<file path="src/lszc_window.sv">
// ----------------------------------------------------------------------------
// lszc_window: 3x3 window and zero-crossing decision
// Keeps the two older window columns and decides the centre pixel from
// them and the incoming column.
// ----------------------------------------------------------------------------
module lszc_window #(
    parameter int VALUE_WIDTH = 16
) (
    input  logic                          clk,
    input  logic                          rst_n,
    input  logic                          clear,
    input  logic                          shift,
    input  logic signed [VALUE_WIDTH-1:0] top,
    input  logic signed [VALUE_WIDTH-1:0] mid,
    input  logic signed [VALUE_WIDTH-1:0] bot,
    output logic                          edge_hit
);

    localparam int VW = VALUE_WIDTH;
    localparam int NB = 8;

    logic signed [VW-1:0] win_reg  [6];
    logic signed [VW-1:0] win_next [6];
    logic signed [VW-1:0] nb [NB];
    logic signed [VW-1:0] centre;
    logic [VW:0]          centre_mag;
    logic                 centre_pos;
    logic                 any_nonzero;
    logic                 any_cross;
    logic [VW:0]          nb_mag [NB];

    always_comb
    begin
        for (int i = 0; i < 6; i++)
            win_next[i] = win_reg[i];
        if (clear)
        begin
            for (int i = 0; i < 6; i++)
                win_next[i] = '0;
        end
        else if (shift)
        begin
            win_next[0] = win_reg[3];
            win_next[1] = win_reg[4];
            win_next[2] = win_reg[5];
            win_next[3] = top;
            win_next[4] = mid;
            win_next[5] = bot;
        end
    end

    always_ff @(posedge clk or negedge rst_n)
    begin
        if (!rst_n)
        begin
            for (int i = 0; i < 6; i++)
                win_reg[i] <= '0;
        end
        else
        begin
            for (int i = 0; i < 6; i++)
                win_reg[i] <= win_next[i];
        end
    end

    assign nb[0]  = win_reg[0];
    assign nb[1]  = win_reg[3];
    assign nb[2]  = top;
    assign nb[3]  = win_reg[1];
    assign nb[4]  = mid;
    assign nb[5]  = win_reg[2];
    assign nb[6]  = win_reg[5];
    assign nb[7]  = bot;
    assign centre = win_reg[4];

    // Magnitudes carry one extra bit so the most negative value ranks highest.
    assign centre_mag = centre[VW-1] ? (VW+1)'(-$signed({centre[VW-1], centre}))
                                     : (VW+1)'(centre);
    assign centre_pos = !centre[VW-1] && (centre != '0);

    always_comb
    begin
        any_nonzero = 1'b0;
        any_cross   = 1'b0;
        for (int k = 0; k < NB; k++)
        begin
            nb_mag[k] = nb[k][VW-1] ? (VW+1)'(-$signed({nb[k][VW-1], nb[k]}))
                                    : (VW+1)'(nb[k]);
            if (nb[k] != '0)
                any_nonzero = 1'b1;
            if ((centre_mag < nb_mag[k]) &&
                (centre_pos != (!nb[k][VW-1] && (nb[k] != '0))))
                any_cross = 1'b1;
        end
    end

    assign edge_hit = (centre == '0) ? any_nonzero : any_cross;

endmodule

</file>
<file path="config.mk">
export PLATFORM = sky130hd
export DESIGN_NAME = lszc_window
export DESIGN_NICKNAME = d
export VERILOG_FILES = /design/src/lszc_window.sv
export SDC_FILE = /design/constraint.sdc
export NUM_CORES = 1
export LEC_CHECK = 0
export BUFFER_PORTS_ARGS = -buffer_cell sky130_fd_sc_hd__buf_4
export CAP_MARGIN = 20
export CORE_UTILIZATION = 40
export CTS_CLUSTER_DIAMETER = 150
export DETAILED_ROUTE_END_ITERATION = 8
export GPL_TIMING_DRIVEN = 0
export MAX_ROUTING_LAYER = met4
export PLACE_DENSITY = 0.61
export SLEW_MARGIN = 20
export SYNTH_ARGS = -nofsm -noshare
export SYNTH_HDL_FRONTEND = slang
export SYNTH_SLANG_ARGS = --single-unit
</file>
<file path="constraint.sdc">
create_clock -name clk -period 9 [get_ports clk]
set_input_delay 1.8 -clock clk [delete_from_list [all_inputs] [get_ports clk]]
set_output_delay 1.8 -clock clk [all_outputs]
set_load 0.02 [all_outputs]
</file>
# After elaboration in Yosys (flattened, before gate mapping)
# Index checks and enable logic that the tools add are counted.
# word_totals
regBits,96
inputBits,52
out_inout_bits,1
elab_cells,96
# op_classes
add_sub_neg,9
magnitude_cmp,8
eq_ne,8
n_mux,28
reduce_logical,37
# op_table
operator,count
$mux 96,2
$mux 17,9
$neg 16->17,9
$reduce_bool 16->1,9
$lt 17x17->1,8
$logic_and 1x1->1,17
$mux 1,17
$logic_not 16->1,1
$logic_not 1->1,9
$ne 1x1->1,8
$reduce_bool 2->1,1

# Longest topological paths before layout
# depth
depth_word,13
mapped_depth,16
mapped_depth_nobuf,15

# Least setup slack after synthesis
# Ideal clock, no wire load.
# synth_timing
path_kind,input-to-output
from,input port top[0]
to,output port edge_hit
arrival_time_ps,4972
required_ps,7200
path_slack_ps,2228
cell_stages,13
path_buffers,0
cell_sequence,inv_1 -> ha_1 -> or4b_1 -> or4_1 -> o41ai_1 -> xor2_1 -> ha_1 -> a21o_1 -> a21o_1 -> a2111oi_0 -> nand3_1 -> and3_1 -> a21oi_2
# synth_between
elab_chain_cells,11
elab_cells_between_ends,20
# synth_rtl
element,line,source
start: declaration,13,"input logic signed [VALUE_WIDTH-1:0] top,"
$neg 16->17 / $reduce_bool 16->1 (equally long branches),"87, 89, 92",
$mux 17 / $logic_and 1x1->1 (equally long branches),"87, 92",
$lt 17x17->1 / $ne 1x1->1 (equally long branches),"91, 92",
$logic_and 1x1->1,91,if ((centre_mag < nb_mag[k]) &&
$mux 1 (6 in series),91,
$mux 1 *,97,assign edge_hit = (centre == '0) ? any_nonzero : any_cross;
end: declaration,16,output logic edge_hit
# Every way passes the cells marked *; elsewhere a longest branch is shown, timed or not.

# Worst setup path after layout
# Same ends and word-level chain as after synthesis.

==> reports/qor.csv <==
stage,metric,value,unit
power,worst vdd ir,0.104,mV
synth,post-synthesis cell count,1076,
route,drt wl/cell,18.4,um
outcome,outcome,"complete, no violations",
clock_tree,clk_lat worst skew,360,ps
route,initial drt markers,717,
power,Overall Power,1370,uW
clock_tree,setup bufs post-CTS,0,
placed_design,GPL Wtd Cong,0.864,
setup_path,"Arr. time, crit path",5570,ps
power,leakage dissipation,0.00510,uW
synth,syn_area_per_cell,8.80,um^2
clock_tree,"CTS clk-pin slew, worst paths",70,ps
timing,unrepaired setup endpoints after global routing,no,
clock_tree,Post-CTS Hold Fix Bufs,0,
clock_tree,# clock sinks,96,
timing,fin. max-slew vios,0,
global_route,GRT overflow,0,
global_route,vias in the first global route,7803,
timing,Worst-Margin Slew,1020,ps
floorplanning,Ports,53,
route,Post-DRT Antenna Nets,0,
global_route,routing usage on met3,3.61,%
timing,fin crit period,7370,ps
global_route,GRT Util Overall,23.9,%
flow_run,Max Cap Viol,0,
synth,Netlist Area Pre-Place,9470,um^2
global_route,first-pass GRT wire length,43100,um
floorplanning,Die ar.,24300,um^2
route,total number of vias,8166,
final_layout,layout cell share with drive strength beyond 1,8.63,%
setup_path,Crit path required time,7200,ps
route,WL final,27200,um
setup_path,Critical Path Sink Type,primary output,
timing,worst clock skew,8.47,ps
placed_design,hpwl dp,21000,um
floorplanning,die height,156,um
synth,Ys Warns,0,
clock_tree,CTS Buffer Depth,2,
setup_path,CP max FO,5,
setup_path,Setup crit start kind,primary input,
final_layout,Ant. Diodes,0,
global_route,pin count of the biggest net entering global routing,97,
synth,"Async S/R FF share, synth",100,%
synth,number of synthesized flops with an enable pin,0,
final_layout,fillers,2243,
clock_tree,root buffer cell,clkbuf_16,
floorplanning,die width,156,um
synth,top_reg_cell synth,dfrtp_1,
timing,Setup TNS Final,0,ps
final_layout,footprint of the multi-input gates,6940,um^2
floorplanning,Initial Util,41.3,%
power,Power per Cell Area,128,nW/um^2
route,vias per std cell,5.55,
global_route,busiest layer in global routing,met2,
route,first-pass iteration count of the detailed router,5,
synth,sequential share of the synthesized area,25.4,%
final_layout,Final #Nets,1338,
clock_tree,CTS tree,yes,
timing,Slew Limit Headroom,31.7,%
route,residual DRC count,0,
worst_hold_path,worst hold path type,flop to flop,
global_route,initial antenna violation count,0,
placed_design,port bufs,47,
floorplanning,FP Rows,55,
final_layout,"most common cell after layout, fill and taps aside",ha_1,
final_layout,"commonest non-fill, non-tap cells in the layout","131 x ha_1, 129 x nor2_1, 104 x mux2i_1",
final_layout,sequential cell area,2400,um^2
global_route,met2 Use GR,36.2,%
global_route,routing usage on met1,32.7,%
synth,"FF+latch count, synth",96,
synth,"Distinct cells, synth",59,
timing,final hold vios,0,
floorplanning,core outline area,22900,um^2
timing,period utilization,81.9,%
timing,maximum clock rate,136,MHz
timing,final setup vio count,0,
setup_path,critical setup path kind,primary input to primary output,
final_layout,area grow syn2layout,13.1,%
clock_tree,H-tree depth,3,
clock_tree,CTS resizes,0,
clock_tree,CTS Buf Count,9,
==> worst max-delay path, stage by stage <==
cell and delay, ps:
buf_4 130, inv_1 80, ha_1 180, or4b_1 560, or4_1 530, o41ai_1 350, xor2_1 180, ha_1 250
a21o_1 180, a21o_1 160, a2111oi_0 390, nand3_1 160, and3_1 250, a21oi_2 190, buf_4 170
==> cells by family (layout without fill, tap and decap cells) <==
group                      Yosys count  in the layout  synth area share (%)
DFF                                 96             96                  25.4
and+or+nand+nor                    345            345                  17.5
adders and majority gates          134            134                  17.6
other                                2             16                0.0793
muxes                              104            104                  11.0
xor gates and xnor gates           125            125                  11.6
AOI/OAI and AO/OA                  198            198                  13.9
buffers and inverters               72            141                  2.87
==> metrics by stage <==
step                cells  worst slack, ps  area (um^2)  utilization (%)  hold slack [ps]
global placement     1450             1580        10300             44.8              542
global route         1472             1310        10700             46.8              586
detailed placement   1457             1600        10400             45.5              556
CTS                  1472             1600        10700             46.7              571
finish               1472             1630        10700             46.8              560
floorplan            1090             2230         9520                -              486
==> path summary, 6_finish.rpt <==
check | to | depth (start not counted) | slack, ps | startpoint
max reg2reg | nb[47] | 4 | 7330 | nb[31]
max | edge_hit | 15 | 1630 | top[0]
min in group asynchronous | nb[100] | 1 | 1520 | rst_n
min | nb[122] | 2 | 560 | nb[122]
min reg2reg | nb[122] | 2 | 560 | nb[122]
max in group asynchronous | nb[66] | 1 | 6810 | rst_n
==> flip-flops by register name, indices dropped and copies added, names as in the netlist <==
| signal | count |
|---|---|
| nb | 80 |
| centre | 16 |
==> cells in the mapped netlist (16+ instances only) <==
master	number	area [um^2]
a21o_1	19	143
ha_1	131	1640
nor2_1	129	484
nor4_1	17	106
clkbuf_1	38	143
o41ai_1	16	140
mux2i_1	104	1040
xnor2_1	29	254
dfrtp_1	96	2400
nand3_1	25	125
xor2_1	95	832
a21oi_1	46	230
o31ai_1	38	285
inv_1	27	101
o21ai_0	46	230
nand2_1	83	312
==> layer usage <==
metal / wire length [um] / vias to the layer above / share of wire, %
met4: 729 / 0 / 2.7
met3: 1250 / 28 / 4.6
met5: 0 / - / 0
met1: 13200 / 3891 / 49
met2: 11900 / 181 / 44
li1: - / 4066 / -
==> layout make-up <==
class | count | area share, %
Timing Repair Buffer | 54 | 4.06
Clock buffer | 9 | 2.10
Inverter | 28 | 0.981
Tap cell | 313 | 3.65
Clock inverter | 6 | 0.420
Sequential cell | 96 | 22.4
Multi-Input combinational cell | 922 | 64.8
Buffer | 44 | 1.55
==> report_power, final <==
| group | internal [uW] | switching (uW) |
|---|---|---|
| clock network | 187 | 185 |
| logic | 215 | 302 |
| registers | 450 | 31.8 |
Note: power is estimated with default switching activity, not from simulation.
