===== config.mk =====
export PLATFORM = sky130hd
export DESIGN_NAME = lszc_raster_ctrl
export DESIGN_NICKNAME = d
export VERILOG_FILES = /design/src/lszc_pkg.sv /design/src/lszc_raster_ctrl.sv
export SDC_FILE = /design/constraint.sdc
export NUM_CORES = 1
export LEC_CHECK = 0
export BUFFER_PORTS_ARGS = -buffer_cell sky130_fd_sc_hd__buf_2
export CAP_MARGIN = 0
export CORE_UTILIZATION = 58
export CTS_CLUSTER_SIZE = 8
export DETAILED_ROUTE_END_ITERATION = 8
export MAX_ROUTING_LAYER = met4
export PLACE_DENSITY_LB_ADDON = 0.08
export SKIP_CTS_REPAIR_TIMING = 1
export SLEW_MARGIN = 40
export SYNTH_ARGS = -nofsm -noshare
export SYNTH_HDL_FRONTEND = slang
export SYNTH_SLANG_ARGS = --single-unit

===== constraint.sdc =====
create_clock -name clk -period 3.7 [get_ports clk]
set_input_delay 0.74 -clock clk [delete_from_list [all_inputs] [get_ports clk]]
set_output_delay 0.74 -clock clk [all_outputs]
set_load 0.02 [all_outputs]

===== src/lszc_pkg.sv =====
// ----------------------------------------------------------------------------
// lszc_pkg: shared definitions for the zero-crossing map
// Register codes, field widths, size limits and the position record that
// travels from the raster counters to the pipeline.
// ----------------------------------------------------------------------------
package lszc_pkg;

    localparam int DEF_MAX_COLUMNS = 1024;
    localparam int DEF_MAX_ROWS    = 1024;
    localparam int DEF_VALUE_WIDTH = 16;

    localparam int CFG_INDEX_W = 2;
    localparam int CFG_DATA_W  = 11;
    localparam int COORD_W     = 10;

    // Smallest legal image side and the size after reset.
    localparam int MIN_IMAGE_SIZE   = 3;
    localparam int IMAGE_SIZE_RESET = 1024;

    // First row and column at which a full 3x3 window is available.
    localparam int INTERIOR_START = 2;

    typedef enum logic [CFG_INDEX_W-1:0] {
        REG_IMAGE_COLUMNS = 2'd0,
        REG_IMAGE_ROWS    = 2'd1
    } cfg_reg_t;

    typedef struct packed {
        logic               interior;
        logic [COORD_W-1:0] row;
        logic [COORD_W-1:0] col;
    } pos_t;

endpackage


===== src/lszc_raster_ctrl.sv =====
// ----------------------------------------------------------------------------
// lszc_raster_ctrl: image size registers and raster counters
// Holds the clamped image size, counts columns and rows of each request and
// reports the position of the pixel to be decided.
// ----------------------------------------------------------------------------
module lszc_raster_ctrl #(
    parameter int MAX_COLUMNS = 1024,
    parameter int MAX_ROWS    = 1024
) (
    input  logic                                       clk,
    input  logic                                       rst_n,
    input  logic                                       cfg_write,
    input  logic [lszc_pkg::CFG_INDEX_W-1:0]           cfg_index,
    input  logic [lszc_pkg::CFG_DATA_W-1:0]            cfg_data,
    input  logic                                       advance,
    output logic                                       restart,
    output lszc_pkg::pos_t                             pos,
    output logic [$clog2(MAX_COLUMNS)-1:0]             addr
);
    import lszc_pkg::*;

    localparam int CW    = $clog2(MAX_COLUMNS);
    localparam int RW    = $clog2(MAX_ROWS);
    localparam int CSW   = $clog2(MAX_COLUMNS + 1);
    localparam int RSW   = $clog2(MAX_ROWS + 1);
    localparam int CCMPW = (CSW > CFG_DATA_W) ? CSW : CFG_DATA_W;
    localparam int RCMPW = (RSW > CFG_DATA_W) ? RSW : CFG_DATA_W;
    localparam int COLS_RESET = (IMAGE_SIZE_RESET > MAX_COLUMNS) ? MAX_COLUMNS
                                                                 : IMAGE_SIZE_RESET;
    localparam int ROWS_RESET = (IMAGE_SIZE_RESET > MAX_ROWS) ? MAX_ROWS
                                                              : IMAGE_SIZE_RESET;

    logic [CSW-1:0]   cols_reg, cols_next;
    logic [RSW-1:0]   rows_reg, rows_next;
    logic [CW-1:0]    col_reg, col_next;
    logic [RW-1:0]    row_reg, row_next;
    logic [CCMPW-1:0] cdata_ext;
    logic [RCMPW-1:0] rdata_ext;
    logic [CSW-1:0]   cols_clamped;
    logic [RSW-1:0]   rows_clamped;
    logic             hit_cols;
    logic             hit_rows;

    assign cdata_ext = CCMPW'(cfg_data);
    assign rdata_ext = RCMPW'(cfg_data);

    always_comb
    begin
        if (cdata_ext < CCMPW'(MIN_IMAGE_SIZE))
            cols_clamped = CSW'(MIN_IMAGE_SIZE);
        else if (cdata_ext > CCMPW'(MAX_COLUMNS))
            cols_clamped = CSW'(MAX_COLUMNS);
        else
            cols_clamped = CSW'(cdata_ext);

        if (rdata_ext < RCMPW'(MIN_IMAGE_SIZE))
            rows_clamped = RSW'(MIN_IMAGE_SIZE);
        else if (rdata_ext > RCMPW'(MAX_ROWS))
            rows_clamped = RSW'(MAX_ROWS);
        else
            rows_clamped = RSW'(rdata_ext);
    end

    always_comb
    begin
        hit_cols = 1'b0;
        hit_rows = 1'b0;
        case (cfg_index)
            REG_IMAGE_COLUMNS: hit_cols = cfg_write;
            REG_IMAGE_ROWS:    hit_rows = cfg_write;
            default:           ;
        endcase
    end

    assign restart = hit_cols | hit_rows;

    always_comb
    begin
        cols_next = hit_cols ? cols_clamped : cols_reg;
        rows_next = hit_rows ? rows_clamped : rows_reg;
        col_next  = col_reg;
        row_next  = row_reg;
        if (restart)
        begin
            col_next = '0;
            row_next = '0;
        end
        else if (advance)
        begin
            if (CSW'(col_reg) == cols_reg - CSW'(1))
            begin
                col_next = '0;
                if (RSW'(row_reg) == rows_reg - RSW'(1))
                    row_next = '0;
                else
                    row_next = row_reg + RW'(1);
            end
            else
            begin
                col_next = col_reg + CW'(1);
            end
        end
    end

    always_ff @(posedge clk or negedge rst_n)
    begin
        if (!rst_n)
        begin
            cols_reg <= CSW'(COLS_RESET);
            rows_reg <= RSW'(ROWS_RESET);
            col_reg  <= '0;
            row_reg  <= '0;
        end
        else
        begin
            cols_reg <= cols_next;
            rows_reg <= rows_next;
            col_reg  <= col_next;
            row_reg  <= row_next;
        end
    end

    // The decided pixel sits one row up and one column left of the arrival.
    assign pos.interior = (row_reg >= RW'(INTERIOR_START)) &&
                          (col_reg >= CW'(INTERIOR_START));
    assign pos.row      = COORD_W'(row_reg - RW'(1));
    assign pos.col      = COORD_W'(col_reg - CW'(1));
    assign addr         = col_reg;

endmodule


# Word level (Yosys, flattened, before mapping)
# Cells that the tools add are included.
# Widths: inputs -> output; s select.
dict set report op_classes {
  shift 0
  div_mod_pow 0
  reduce_logical 5
  n_eq_ne 3
  order_cmp 4
  mux 11
  addsub 6
  bitwise_logic 1
  mul 0
}
# cell n
set ops {}
lappend ops {{$mux 10} 7}
lappend ops {{$eq 10x11->1} 2}
lappend ops {{$mux 11} 2}
lappend ops {{$sub 11x1->11 const B} 2}
lappend ops {{$add 10x1->10 const B} 2}
lappend ops {{$ge 10x2->1 const B} 2}
lappend ops {{$sub 10x1->10 const B} 2}
lappend ops {{$gt 11x11->1 const B} 1}
lappend ops {{$lt 11x2->1 const B} 1}
lappend ops {{$reduce_bool 2->1} 2}
lappend ops {{$eq 2x1->1 const B} 1}
lappend ops {{$logic_not 2->1} 1}
lappend ops {{$mux 1} 2}
lappend ops {{$reduce_and 2->1} 1}
lappend ops {{$logic_and 1x1->1} 1}
lappend ops {{$or 1x1->1} 1}
dict set report totals {
  word_cells 34
  ram_bits 0
  memories 0
  out_inout_bits 32
  regBits 42
  latchBits 0
  inputBits 17
  romBits 0
}

# Logic depth before layout (Yosys ltp)
# Gate-level depths: netlist (run 1).
dict set report logic_depth {
  word_depth 6
  ltp_mapped 12
  mapped_depth_nobuf 9
}

# Least setup slack after synthesis (run 1)
# No wires, ideal clock.
dict set report synth_path {
  kind {register to output}
  startpoint {register col_reg[0] (netlist: addr[0])}
  endpoint {output port pos[8] (netlist bit)}
  path_stages_with_launch 7
  slack_ns 1.021
  path_buffers 0
  required_time_ns 2.960
  arrival_ns 1.939
  cell_sequence {dfrtp_1 inv_1 ha_1 nand2_1 or2_2 nor4_1 xor2_1}
}
# element line_no
set synth_rtl {}
lappend synth_rtl {{start, declared} lszc_raster_ctrl.sv:35} ;# logic [CW-1:0] col_reg, col_next;
lappend synth_rtl {{start signal, assigned} lszc_raster_ctrl.sv:118} ;# col_reg <= col_next;
lappend synth_rtl {{end, declared} lszc_raster_ctrl.sv:17} ;# output lszc_pkg::pos_t pos,

==> results of run 1 <==
cells in the final DEF (no fill, tap or decap), types with 11 or more instances in the layout:
| cell type | count |
|---|---|
| nor2_1 | 23 |
| o21ai_0 | 19 |
| inv_1 | 17 |
| a21oi_1 | 13 |
| nand3_1 | 21 |
| nand2b_1 | 15 |
| buf_2 | 47 |
| xor2_1 | 28 |
| nand2_1 | 38 |
| nor4_1 | 11 |
| dfrtp_1 | 40 |
| xnor2_1 | 22 |
layer usage:
metal | global-route usage (%) | vias up | share of wire [%]
met1 | 35.5 | 1245 | 48
met4 | 7.31 | 0 | 1.1
met3 | 5.51 | 9 | 5.6
met5 | - | - | 0
met2 | 42.6 | 76 | 46
li1 | - | 1368 | -
power breakdown:
part	leakage [nW]	internal (mW)	switching [mW]	total, mW
Clock	0.0714	0.288	0.163	0.451
Combinational	0.969	0.221	0.305	0.526
Sequential	0.550	0.504	0.0856	0.589
Total	1.59	1.01	0.554	1.57
through the flow:
| stage | util (%) | instances |
|---|---|---|
| 5_1_grt | 68.3 | 474 |
| 3_5_place_dp | 65.6 | 466 |
| 6_report | 68.3 | 474 |
| 4_1_cts | 68.3 | 474 |
| 3_3_place_gp | 65.6 | 466 |
| 2_1_floorplan | - | 376 |
worst max path at each step:
stage | startpoint | end | slack (ps) | cells past startpoint
after detailed placement | rows_reg[0] | row_reg[1] | 850 | 9
after global placement | rows_reg[0] | row_reg[1] | 920 | 9
after CTS | addr[0] | pos[8] | 830 | 7
after floorplan | addr[0] | pos[8] | 1020 | 6
after global routing | addr[0] | pos[8] | 650 | 7
final | addr[0] | pos[8] | 850 | 7
worst register-to-register path: cells and delay by family (launching register included):
| kind | cells | cell delay [ps] |
|---|---|---|
| flops | 1 | 450 |
| compound gates | 1 | 210 |
| simple gates | 5 | 1570 |
| buf+inv | 1 | 90 |
| fa+ha+maj | 1 | 330 |
| xor+xnor | 1 | 100 |
logic make-up after synthesis:
group,count (synthesis),synth area share [%]
buf+inv,46,6.12
mux,6,2.11
simple gates,157,27.7
flops,42,32.8
xor+xnor,50,13.6
compound gates,67,14.5
fa+ha+maj,8,3.12
final cells by class:
cell class | count | area share (%)
flip-flops and latches | 42 | 29.6
well taps | 70 | 2.46
clock buffers | 6 | 2.32
multi-input cells | 288 | 55.1
repair buffers | 49 | 7.03
clock inverters | 2 | 1.69
inverters | 17 | 1.79
==> flow_metrics.py, run 1 <==
metrics = {
    "pwr": {
        "ir_drop_uv": 250,
        "p_total_mw": 1.57,
        "power.leakage_nw": 1.59,
        "p_per_area_nw_per_um2": 440,
    },
    "timing": {
        "whs_ps": 403,
        "hold_viol": 0,
        "drv_slew": 0,
        "finalClockSkew_ps": 11.8,
        "tns_ps": 0,
        "min_period_ps": 2850,
        "rsz0062_at_grt": "no",
        "worst_pin_slew_ps": 742,
        "fin_crit_sh_pct": 77.2,
        "slew-limit-headroom_pct": 50.1,
        "setup_viol": 0,
        "fmax_mhz": 350,
        "fin_ws_ps": 845,
    },
    "logic_synthesis": {
        "yosysMostFrequentCell": "dfrtp_1",
        "avgSynthCellArea_um2": 8.54,
        "synth.top_cell.area_share_pct": 31.2,
        "async_reset_ff_share_pct": 100,
        "synth-main-ff-cell": "dfrtp_1",
        "ys_ff_latch": 42,
        "synth_nets": 401,
        "ys_seq_area_share_pct": 32.8,
        "syn-cell-area_um2": 3210,
        "synth_commonest_cells": "40 x dfrtp_1, 38 x nand2_1, 28 x xor2_1",
        "synth.distinct_cells": 57,
        "syn_inst": 376,
        "synthTopCellsByArea": "dfrtp_1 31%, xor2_1 7.6%, xnor2_1 6.0%",
        "ys_warn_count": 0,
        "yosysTopAreaCell": "dfrtp_1",
        "synth_edf_count": 0,
    },
    "place": {
        "numPortBuffers": 48,
        "placed_cell_area_um2": 3410,
        "routabilityCongestion": 0.895,
        "pre_cts_slack_ps": 848,
        "dp_hpwl_um": 5180,
    },
    "route": {
        "ant_nets": 0,
        "drcViolationCount": 0,
        "drt_iter0_markers": 173,
        "routedWlPerCell_um": 14.6,
        "wirelength_um": 6940,
        "viasPerCell": 5.69,
        "dr.pass1.iters": 4,
        "num_vias": 2698,
    },
    "layout": {
        "num_antenna_cells": 0,
        "nets": 428,
        "multi_input_area_um2": 1960,
        "syn_to_final_growth_pct": 10.8,
        "post_route_cells_drive_above_1_share_pct": 20.0,
        "fillCellCount": 438,
        "seq_area_um2": 1050,
        "final_area_um2": 3560,
    },
    "die": {
        "fp.coreArea_um2": 5200,
        "die_h_um": 76.4,
        "dieArea_um2": 5830,
        "io_pins": 49,
        "die_w_um": 76.4,
        "rows": 26,
        "start_util_pct": 61.7,
    },
    "setup_path": {
        "r2r_slack_ps": 850,
        "path_class": "flip-flop to primary output",
        "r2r-end": "row_reg[1]",
        "path_delay_family": "simple AND/OR/NAND/NOR gates",
        "required_ps": 2960,
        "rr_worst_depth": 9,
        "cp_cell_sequence": "inv_1 -> ha_1 -> nand2_1 -> or2_2 -> nor4_1 -> xor2_1 -> buf_2",
        "cp_slowest_cell": "dfrtp_1",
        "cp-start-kind": "flip-flop",
        "max_stage_delay_ps": 470,
        "path_buf_inv": 2,
        "arrival_ps": 2110,
        "end_kind": "primary output",
        "path_max_fanout": 7,
        "reg2reg_from": "rows_reg[0]",
    },
    "cts": {
        "cts_sinks": 42,
        "clk_pin_slew_ps": 90,
        "root_buffer": "clkbuf_8",
        "worst_skew_pair.late_latency_ps": 300,
        "cts_tree": "done",
        "clockBufferDepth": 2,
        "cts_max_level": 2,
        "numCtsBuffers": 5,
    },
    "status": {
        "status": "finished, final reports clean",
    },
    "run": {
        "drv_cap": 0,
    },
    "global_routing": {
        "grt_pass1_wl_um": 12200,
        "antenna_found_initial": 0,
        "grt-ovfl-total": 0,
        "grt_max_degree": 43,
        "track_usage_pct": 27.0,
        "grt_pass1_vias": 2585,
    },
    "min_path": {
        "min_path_type": "input pin to async pin",
    },
}
Power figures use the tool's default switching activity.
==> run 2, diff against run 1 <==
--- a/config.mk
+++ b/config.mk
@@ -5,9 +5,10 @@
 export SDC_FILE = /design/constraint.sdc
 export NUM_CORES = 1
 export LEC_CHECK = 0
+export ABC_AREA = 1
 export BUFFER_PORTS_ARGS = -buffer_cell sky130_fd_sc_hd__buf_2
 export CAP_MARGIN = 0
-export CORE_UTILIZATION = 58
+export CORE_UTILIZATION = 52
 export CTS_CLUSTER_SIZE = 8
 export DETAILED_ROUTE_END_ITERATION = 8
 export MAX_ROUTING_LAYER = met4
==> constraint.sdc (replaced) <==
create_clock -name clk -period 2.6 [get_ports clk]
set_input_delay 0.52 -clock clk [delete_from_list [all_inputs] [get_ports clk]]
set_output_delay 0.52 -clock clk [all_outputs]
set_load 0.02 [all_outputs]
==> run 2 against run 1 <==
Compared with the run above:
- flip-flop and latch count unchanged
- global-route usage fell by 0.11 points
- non-clock buffer count is 5 higher
- final area decreased by 0.35%
- sequential share of layout area increased by 0.10 points
- highest routed layer unchanged
- setup slack got worse by 640 ps
- cell count grew 26%
==> flow_metrics.py, run 2 <==
metrics = {
    "cts": {
        "numCtsBuffers": 5,
        "root_buffer": "clkbuf_8",
        "clockBufferDepth": 2,
        "cts_max_level": 2,
        "clk_pin_slew_ps": 80,
        "worst_skew_pair.late_latency_ps": 290,
        "cts_tree": "done",
        "cts_sinks": 42,
    },
    "timing": {
        "worst_pin_slew_ps": 698,
        "fin_crit_sh_pct": 92.3,
        "finalClockSkew_ps": 5.27,
        "hold_viol": 0,
        "setup_viol": 0,
        "rsz0062_at_grt": "no",
        "tns_ps": 0,
        "fmax_mhz": 417,
        "drv_slew": 0,
        "slew-limit-headroom_pct": 53.0,
        "min_period_ps": 2400,
    },
    "route": {
        "drcViolationCount": 0,
        "num_vias": 3103,
        "drt_iter0_markers": 194,
        "routedWlPerCell_um": 12.5,
        "top_layer_used": "met4",
        "dr.pass1.iters": 5,
        "met2RoutedLength_um": 3400,
        "wl_met1_um": 3610,
        "wirelength_um": 7430,
        "ant_nets": 0,
        "wl_met3_um": 356,
        "viasPerCell": 5.22,
    },
    "place": {
        "numPortBuffers": 48,
        "routabilityCongestion": 0.853,
        "placed_cell_area_um2": 3450,
        "dp_hpwl_um": 5830,
    },
    "logic_synthesis": {
        "synth.top_cell.area_share_pct": 32.0,
        "synth.distinct_cells": 38,
        "synth_edf_count": 0,
        "ys_seq_area_share_pct": 33.7,
        "avgSynthCellArea_um2": 6.66,
        "ys_warn_count": 0,
        "yosysMostFrequentCell": "nand2_1",
        "ys_ff_latch": 42,
        "async_reset_ff_share_pct": 100,
        "synth-main-ff-cell": "dfrtp_1",
        "synthTopCellsByArea": "dfrtp_1 32%, nand2_1 17%, nor2_1 7.7%",
        "synth_commonest_cells": "139 x nand2_1, 64 x nor2_1, 62 x inv_1",
        "syn_inst": 470,
        "synth_nets": 495,
        "syn-cell-area_um2": 3130,
        "yosysTopAreaCell": "dfrtp_1",
    },
    "run": {
        "drv_cap": 0,
    },
    "pwr": {
        "power.leakage_nw": 1.90,
        "p_per_area_nw_per_um2": 795,
        "ir_drop_uv": 380,
    },
    "layout": {
        "nets": 547,
        "post_route_cells_drive_above_1_share_pct": 14.9,
        "final_common_cell": "nand2_1",
        "multi_input_area_um2": 1780,
        "syn_to_final_growth_pct": 13.2,
        "final_cell_mix": "139 x nand2_1, 64 x nor2_1, 61 x inv_1",
        "fillCellCount": 543,
        "seq_area_um2": 1050,
        "num_antenna_cells": 0,
        "final_area_um2": 3540,
    },
    "setup_path": {
        "path_class": "flip-flop to primary output",
        "end_kind": "primary output",
        "cp-start-kind": "flip-flop",
        "path_max_fanout": 9,
        "required_ps": 2080,
        "arrival_ps": 1880,
    },
    "die": {
        "fp.coreArea_um2": 5640,
        "die_w_um": 79.6,
        "start_util_pct": 55.5,
        "dieArea_um2": 6330,
        "die_h_um": 79.6,
        "io_pins": 49,
        "rows": 27,
    },
    "status": {
        "status": "finished, final reports clean",
    },
    "global_routing": {
        "antenna_found_initial": 0,
        "grt-ovfl-total": 0,
        "grt_max_degree": 26,
        "track_usage_pct": 26.9,
        "grt_pass1_wl_um": 12900,
        "grt_pass1_vias": 2811,
    },
    "min_path": {
        "min_path_type": "input pin to async pin",
    },
}
-- run 2: cell count changes after synthesis, moves of 6 or more --
cell,before,now
nand2_1,38,139
inv_1,17,62
nor2_1,23,64
clkbuf_1,22,3
xnor2_1,22,6
nand2b_1,15,0
nand3_1,21,34
nor4_1,11,2
or3_1,9,0
a21oi_1,13,6
o21ai_0,19,26
o21ai_1,2,9
mux2_2,6,0
o22ai_1,7,1
-- run 2: cells by family (layout without fill, tap and decap cells) --
family	Yosys count	in the layout	share of synthesized area (%)
fa+ha+maj	8	8	3.20
flops	42	42	33.7
compound gates	51	51	9.39
xor+xnor	30	30	8.83
simple gates	264	264	35.3
buf+inv	75	128	9.59
-- run 2: area by class of cell --
cell class              instances  area share (%)
clock buffers                   7            2.44
clock inverters                 1           0.141
inverters                      66            6.99
multi-input cells             353            50.1
flip-flops and latches         42            29.7
well taps                      72            2.54
repair buffers                 54            8.05
-- run 2: routing by layer --
metal	GRT usage (%)	vias up
met1	36.6	1434
met3	4.34	7
met5	-	-
met4	6.73	0
li1	-	1575
met2	42.0	87
-- run 2: metrics by stage --
stage	setup slack (ps)	std cells	util (%)	power (mW)	hold slack, ps
after global placement	518	587	61.2	2.36	476
after global routing	0.375	595	62.8	3.07	259
after CTS	186	595	62.8	2.83	238
final	201	595	62.8	2.82	233
after detailed placement	406	587	61.2	2.39	476
after floorplan	393	470	-	1.95	224
-- run 2: critical path, stage by stage (launching register included) --
cell	delay, ps
dfrtp_1	500
nor4_1	480
and3_1	250
nand2_1	70
xor2_1	120
buf_2	170
-- run 2: where the power goes --
group / total (mW) / switching (mW) / internal [mW]
logic: 1.50 / 0.963 / 0.534
clock network: 0.435 / 0.220 / 0.214
registers: 0.886 / 0.142 / 0.743
-- run 2: worst paths after layout --
| check | startpoint | slack [ps] | to | cells past startpoint |
|---|---|---|---|---|
| worst max-delay path | row_reg[2] | 200 | pos[19] | 5 |
| worst min-delay path | rst_n | 230 | cols_reg[0] | 1 |
| worst min register to register | rows_reg[10] | 490 | rows_reg[10] | 2 |
| worst max register to register | cols_reg[0] | 380 | addr[8] | 13 |
| max in group asynchronous | rst_n | 1720 | rows_reg[10] | 2 |
| min in group clk | rows_reg[10] | 490 | rows_reg[10] | 2 |
